### src/hdl/soa_pkg.sv
// Shared types, codes and defaults for the slab object allocator.
package soa_pkg;

  localparam int SLAB_SLOTS_DEF  = 16;
  localparam int MAX_OBJECTS_DEF = 256;

  localparam int REQ_W    = 2;
  localparam int SLAB_W   = 4;
  localparam int OBJ_W    = 8;
  localparam int STATUS_W = 3;
  localparam int COUNT_W  = 5;

  localparam int CFG_IDX_W  = 1;
  localparam int CFG_DATA_W = 9;
  localparam int BUDGET_W   = 5;

  localparam logic [CFG_IDX_W-1:0] CFG_OBJ_COUNT   = 1'b0;
  localparam logic [CFG_IDX_W-1:0] CFG_SLAB_BUDGET = 1'b1;

  localparam logic [CFG_DATA_W-1:0] OPS_RST    = 9'd256;
  localparam logic [BUDGET_W-1:0]   BUDGET_RST = 5'd16;
  localparam logic [COUNT_W-1:0]    COUNT_SAT  = 5'd31;

  typedef enum logic [REQ_W-1:0] {
    REQ_ALLOC  = 2'd0,
    REQ_FREE   = 2'd1,
    REQ_SHRINK = 2'd2,
    REQ_NONE   = 2'd3
  } req_t;

  typedef enum logic [STATUS_W-1:0] {
    ST_OK          = 3'd0,
    ST_NO_SLAB     = 3'd1,
    ST_NOT_OWNED   = 3'd2,
    ST_DOUBLE_FREE = 3'd3,
    ST_BAD_INDEX   = 3'd4
  } status_t;

  typedef enum logic [1:0] {
    TAG_NONE    = 2'd0,
    TAG_FULL    = 2'd1,
    TAG_PARTIAL = 2'd2,
    TAG_EMPTY   = 2'd3
  } tag_t;

  typedef enum logic [3:0] {
    S_IDLE,
    S_META,
    S_LINK,
    S_PLAN,
    S_FX_RD,
    S_FX_WR,
    S_WB,
    S_SHR_CHK,
    S_SHR_RD,
    S_DONE
  } state_t;

endpackage

### src/hdl/soa_meta_store.sv
// Per-slab record memory with per-entry valid bits; unwritten entries read as reset.
module soa_meta_store #(
  parameter int            DEPTH   = soa_pkg::SLAB_SLOTS_DEF,
  parameter int            AW      = $clog2(soa_pkg::SLAB_SLOTS_DEF),
  parameter int            DW      = 8,
  parameter logic [DW-1:0] RST_VAL = '0
) (
  input  logic          clk,
  input  logic          rst_n,
  input  logic          we,
  input  logic [AW-1:0] waddr,
  input  logic [DW-1:0] wdata,
  input  logic [AW-1:0] raddr,
  output logic [DW-1:0] rdata
);

  logic [DW-1:0]    mem_r [DEPTH];
  logic [DEPTH-1:0] valid_r;
  logic [DEPTH-1:0] valid_nxt;
  logic [DW-1:0]    q_r;
  logic             hit_r;

  always_comb begin
    valid_nxt = valid_r;
    if (we) begin
      valid_nxt[waddr] = 1'b1;
    end
  end

  always_ff @(posedge clk) begin
    if (!rst_n) begin
      valid_r <= '0;
      hit_r   <= 1'b0;
    end else begin
      valid_r <= valid_nxt;
      hit_r   <= valid_r[raddr];
    end
  end

  always_ff @(posedge clk) begin
    if (we) begin
      mem_r[waddr] <= wdata;
    end
    q_r <= mem_r[raddr];
  end

  assign rdata = hit_r ? q_r : RST_VAL;

endmodule

### config.mk
export PLATFORM = sky130hd
export DESIGN_NAME = soa_meta_store
export DESIGN_NICKNAME = d
export VERILOG_FILES = /design/src/hdl/soa_pkg.sv /design/src/hdl/soa_meta_store.sv
export SDC_FILE = /design/constraint.sdc
export NUM_CORES = 1
export LEC_CHECK = 0
export BUFFER_PORTS_ARGS = -buffer_cell sky130_fd_sc_hd__buf_4
export CORE_MARGIN = 10
export CORE_UTILIZATION = 65
export CTS_CLUSTER_DIAMETER = 60
export DETAILED_ROUTE_END_ITERATION = 12
export PLACE_DENSITY = 0.82
export RECOVER_POWER = 50
export SYNTH_ARGS = -nofsm -noshare
export SYNTH_HDL_FRONTEND = slang
export SYNTH_SLANG_ARGS = --single-unit
export TNS_END_PERCENT = 20
### constraint.sdc
create_clock -name clk -period 5 [get_ports clk]
set_clock_uncertainty 0.1 [all_clocks]
set_input_delay 0 -clock clk [delete_from_list [all_inputs] [get_ports clk]]
set_output_delay 0 -clock clk [all_outputs]
set_load 0.005 [all_outputs]
# Word-level counts from Yosys, hierarchy flattened
# Memories as Yosys holds them, arrays and structs flattened. A register that Yosys moved wholly into a read port is not among the register bits.
# Cells that the tools add are included.
[op_classes]
n_lt_le_gt_ge = 3
muxes = 7
bitwise = 1
reduce_logical = 1
[ops]
columns = ["operator", "n"]
rows = [
  ["16-bit OR", 1],
  ["4-bit by 5-bit less-than comparator with 1-bit output, second input constant", 2],
  ["8-bit 2-to-1 mux", 1],
  ["1-bit binary-select mux with 4-bit select", 1],
  ["1-bit demux with 4-bit select", 1],
  ["4-bit by 1-bit greater-or-equal comparator with 1-bit output, second input constant", 1],
  ["1-bit 2-to-1 mux", 4],
  ["1-bit logical AND", 1],
]
[word_totals]
reg_bits = 17
mem_bits_rw = 128
in_bits = 19
out_inout_bits = 8
elab_cells = 15
n_memories = 1
[memory_table]
columns = ["memory", "depth", "word_bits", "rd", "rd_ports_with_merged_regs", "write_ports", "line_no", "source"]
rows = [
  ["mem_r", 16, 8, 1, 1, 1, "soa_meta_store.sv:17", "logic [DW-1:0] mem_r [DEPTH];"],
]

# Depth between registers and ports, before layout
[depth]
depth_word = 5
depth_mapped = 6
depth_no_buf = 4

# Worst setup path before layout
# OpenSTA, ideal clock, no wires.
[synth_path]
path_type = "in2reg"
startpoint = "in waddr[2]"
endpoint = "mem mem_r[0][0], enable pin"
setup_time_ns = 0.386
t_arrival_ns = 1.160
required_ns = 4.514
path_slack_ns = 3.354
path_stages = 2
n_path_buf = 0
cell_sequence = "or3b_2 -> nor3_1"
[synth_rtl]
columns = ["element", "line_no", "source"]
rows = [
  ["from (decl)", "soa_meta_store.sv:11", "input logic [AW-1:0] waddr,"],
  ["to (decl)", "soa_meta_store.sv:17", ""],
]
# Straight into the memory's write port.

# Final worst setup path
[layout_path]
startpoint = "in waddr[2]"
endpoint = "reg valid_r[8]"
[layout_between]
elab_chain_cells = 5
elab_cells_between_ends = 6
classes_between = "2 x order compare; 2 x mux; 1 x bitwise; 1 x reduce/logical"
[layout_lines]
columns = ["element", "line_no", "source"]
rows = [
  ["4-bit by 5-bit less-than comparator with 1-bit output (implied by the code) / 4-bit by 1-bit greater-or-equal comparator with 1-bit output (equally long branches)", "soa_meta_store.sv:26", "valid_nxt[waddr] = 1'b1;"],
  ["1-bit logical AND (implied by the code)", "soa_meta_store.sv:26", ""],
  ["1-bit 2-to-1 mux (implied by the code)", "soa_meta_store.sv:26", ""],
  ["1-bit demux with 4-bit select *", "soa_meta_store.sv:26", ""],
  ["16-bit OR (no source line) *", "--", ""],
  ["to (signal assigned)", "soa_meta_store.sv:35", "valid_r <= valid_nxt;"],
  ["to (decl)", "soa_meta_store.sv:18", "logic [DEPTH-1:0] valid_r;"],
]
# Every way passes the cells marked *; elsewhere a longest branch is shown, timed or not.
# A chain may end at the register's enable or synchronous reset.

==> flow_metrics.env <==
export IMPL_ys_types=24
export IMPL_finalInstanceArea_um2=6740
export IMPL_period_minus_slack_ns=1.97
export IMPL_synth_simple_area_share=0.0425
export IMPL_grt_max_degree=39
export IMPL_place_detailed_hpwl_um=6550
export IMPL_p_sw_frac=0.227
export IMPL_hold_slack_ns=0.0583
export IMPL_hold_viol_final=0
export IMPL_synthArstFlopShare=0
export IMPL_synth_area_leaders="edfxtp_1 66%, dfxtp_1 8.6%, mux4_2 7.4%, mux4_1 6.8%, a22oi_1 2.1%"
export IMPL_routedWlPerCell_um=24.7
export IMPL_end_kind="flip-flop"
export IMPL_n_antenna_cell=0
export IMPL_grt_usage=0.184
export IMPL_setup_ws_ns=3.03
export IMPL_fp_coreArea_um2=8720
export IMPL_hold_start="raddr[1]"
export IMPL_worstHoldEndpoint="q_r[3]"
export IMPL_power_density_nw_per_um2=402
export IMPL_power_leakage_nw=2.27
export IMPL_grt_overflow_total=0
export IMPL_p_clk_frac=0.424
export IMPL_routed_wl_um=11400
export IMPL_worstSetupPathType="in -> reg"
export IMPL_ctsHtreeMaxLevel=4
export IMPL_cts_made_buffers=17
export IMPL_drtPass1Iterations=5
export IMPL_ioPinCount=27
export IMPL_grt_pass1_vias=3132
export IMPL_tightest_slew_ns=1.34
export IMPL_die_width_um=114
export IMPL_dp_cells=412
export IMPL_synth_fa_ha_area_frac=0
export IMPL_ant_nets=0
export IMPL_cts_root_buf="clkbuf_8"
export IMPL_cts_buffer_depth=2
export IMPL_synth_most_common_cell="edfxtp_1"
export IMPL_tritoncts="done"
export IMPL_final_instance_count_excl_fill=463
export IMPL_power_frac_seq=0.526
export IMPL_finalCritPeriodShare=0.395
export IMPL_post_route_util=0.772
export IMPL_cts_clk_slew_worst_paths_ns=0.06
export IMPL_die_area_um2=13100
export IMPL_maxSlewViolCount=0
export IMPL_synth_top_cell_area_share=0.662
export IMPL_maxCapViolCount=0
export IMPL_max_freq_mhz=507
export IMPL_portBuffers=26
export IMPL_rrSetupSlack_ns=3.07
export IMPL_grt_pass1_wl_um=17500
export IMPL_crit_arrival_ns=2.35
export IMPL_holdPathStages=4
export IMPL_synth_net_count=309
export IMPL_dpl_cell_area_um2=6060
export IMPL_critical_path_peak_fanout=9
export IMPL_rows=34
export IMPL_cp_buffers_inverters=4
export IMPL_switchingPower_mw=0.614
export IMPL_synth_xor_area_frac=0
export IMPL_antenna_found_initial=0
export IMPL_cts_setup_buffers=0
export IMPL_drtIter0Drc=282
export IMPL_slowest_delay_ns=0.54
export IMPL_power_mw=2.71
export IMPL_synth_compound_area_frac=0.0451
export IMPL_initial_utilization=0.665
export IMPL_seq_area_frac_synth=0.749
export IMPL_reg2reg_depth=4
export IMPL_place_ws_ns=3.04
export IMPL_die_h_um=114
export IMPL_final_setup_tns_ns=0
export IMPL_cp_required_ns=5.38
export IMPL_cp_start_kind="primary input"
export IMPL_yosys_most_used_dff="edfxtp_1"
export IMPL_fin_nets=361
export IMPL_remaining_drc_errors=0
export IMPL_crit_family="buffers and inverters"
export IMPL_drive_above_1_share=0.183
export IMPL_ir_worst_vdd_mv=0.255
export IMPL_synth_top_family_by_area="multiplexers"
export IMPL_setup_viol=0
export IMPL_syn_inst=290
export IMPL_post_drt_via_cell_ratio=6.46
export IMPL_areaGrowthSynthToFinish_pct=16.1
export IMPL_synth_commonest_cells="128 x edfxtp_1, 25 x dfxtp_1, 19 x mux4_2"
export IMPL_relSlewSlack=0.102
export IMPL_critPathLaunch="waddr[2]"
export IMPL_clk_latency_ns=0.53
export IMPL_worstHoldPathType="in -> reg"
export IMPL_gp_congestion=0.752
export IMPL_synth_edf_count=128
export IMPL_cts_sinks=153
export IMPL_synth_seq_cells=153
export IMPL_crit_chain="dlygate4sd3_1 -> clkbuf_1 -> nand3b_1 -> nor3_1 -> clkbuf_1 -> o21a_1 -> dlygate4sd3_1"
export IMPL_p_int_mw=2.09
export IMPL_run_status="complete, no violations"
export IMPL_fillers=443
export IMPL_postCtsResizedCells=0
export IMPL_worstReg2RegStart="valid_r[9]"
export IMPL_yosys_area_top_type="edfxtp_1"
export IMPL_syn_avg_cell_area_um2=20.0
export IMPL_slowest_stage="dlygate4sd3_1"
export IMPL_reg2reg_to="hit_r"
export IMPL_muxShareOfSynthArea=0.149
export IMPL_rsz0062_at_grt="false"
export IMPL_yosys_warnings=0
export IMPL_p_comb_frac=0.050
export IMPL_vias=2992
export IMPL_synth_area_um2=5800
power groups by stage:
stage               Sequential (mW)  Clock (mW)  Combinational [mW]
floorplan                      1.45           0              0.0783
CTS                            1.42        1.16               0.138
global route                   1.42        1.21               0.145
detailed placement             1.45           0               0.126
global placement               1.45           0               0.122
finish                         1.42        1.15               0.135
cells in the final DEF (no fill, tap or decap), types with 4 or more instances in the layout:
cell	n
buf_4	15
mux2i_1	4
a22oi_1	16
dfxtp_1	25
nor2_1	13
clkbuf_1	13
inv_6	5
dlygate4sd3_1	19
mux4_2	19
clkbuf_16	16
clkinvlp_4	4
and2_1	7
o21a_1	16
nand2_1	12
mux4_1	15
edfxtp_1	128
registers in the layout, summed over array words and instances, names as in the netlist:
| name | cells |
|---|---|
| valid_r | 16 |
| q_r | 8 |
| hit_r | 1 |
| mem_r | 128 |
worst min-delay path, cell delays in order:
cell and delay [ns]:
buf_4 0.27, mux4_2 0.28, a22oi_1 0.06, nand2_1 0.05
per-layer routing:
layer / track usage / wire (um) / part of all wire / vias to the layer above
li1: - / - / - / 1299
met1: 0.228 / 4610 / 0.40 / 1522
met2: 0.293 / 5730 / 0.50 / 143
met3: 0.0472 / 782 / 0.068 / 28
met4: 0.0927 / 331 / 0.029 / 0
met5: 0 / 0 / 0 / -
layout make-up:
type,instances,area [um^2],area share
Clock buffer,17,414,0.0615
Clock inverter,15,116,0.0173
Multi-Input combinational cell,123,1380,0.204
Sequential cell,153,4340,0.645
Tap cell,108,135,0.0201
Timing Repair Buffer,47,352,0.0522
worst max-delay path by stage:
stage,end,depth (start not counted),slack [ns]
floorplan,mem_r[0][0],2,3.35
finish,valid_r[8],7,3.03
global placement,mem_r[4][6],3,3.12
CTS,mem_r[4][4],4,3.06
detailed placement,mem_r[4][6],3,3.04
global route,valid_r[8],7,2.92
repair_timing:
item / in CTS / in global routing
hold buffers: 19 / 0
hold endpoints to repair: 185 / 0
endpoints found under the setup margin: 0 / 0
cell families after synthesis:
| group | Yosys count |
|---|---|
| mux | 38 |
| simple gates | 50 |
| buf+inv | 14 |
| flops | 153 |
| compound gates | 35 |
Power figures use the tool's default switching activity.
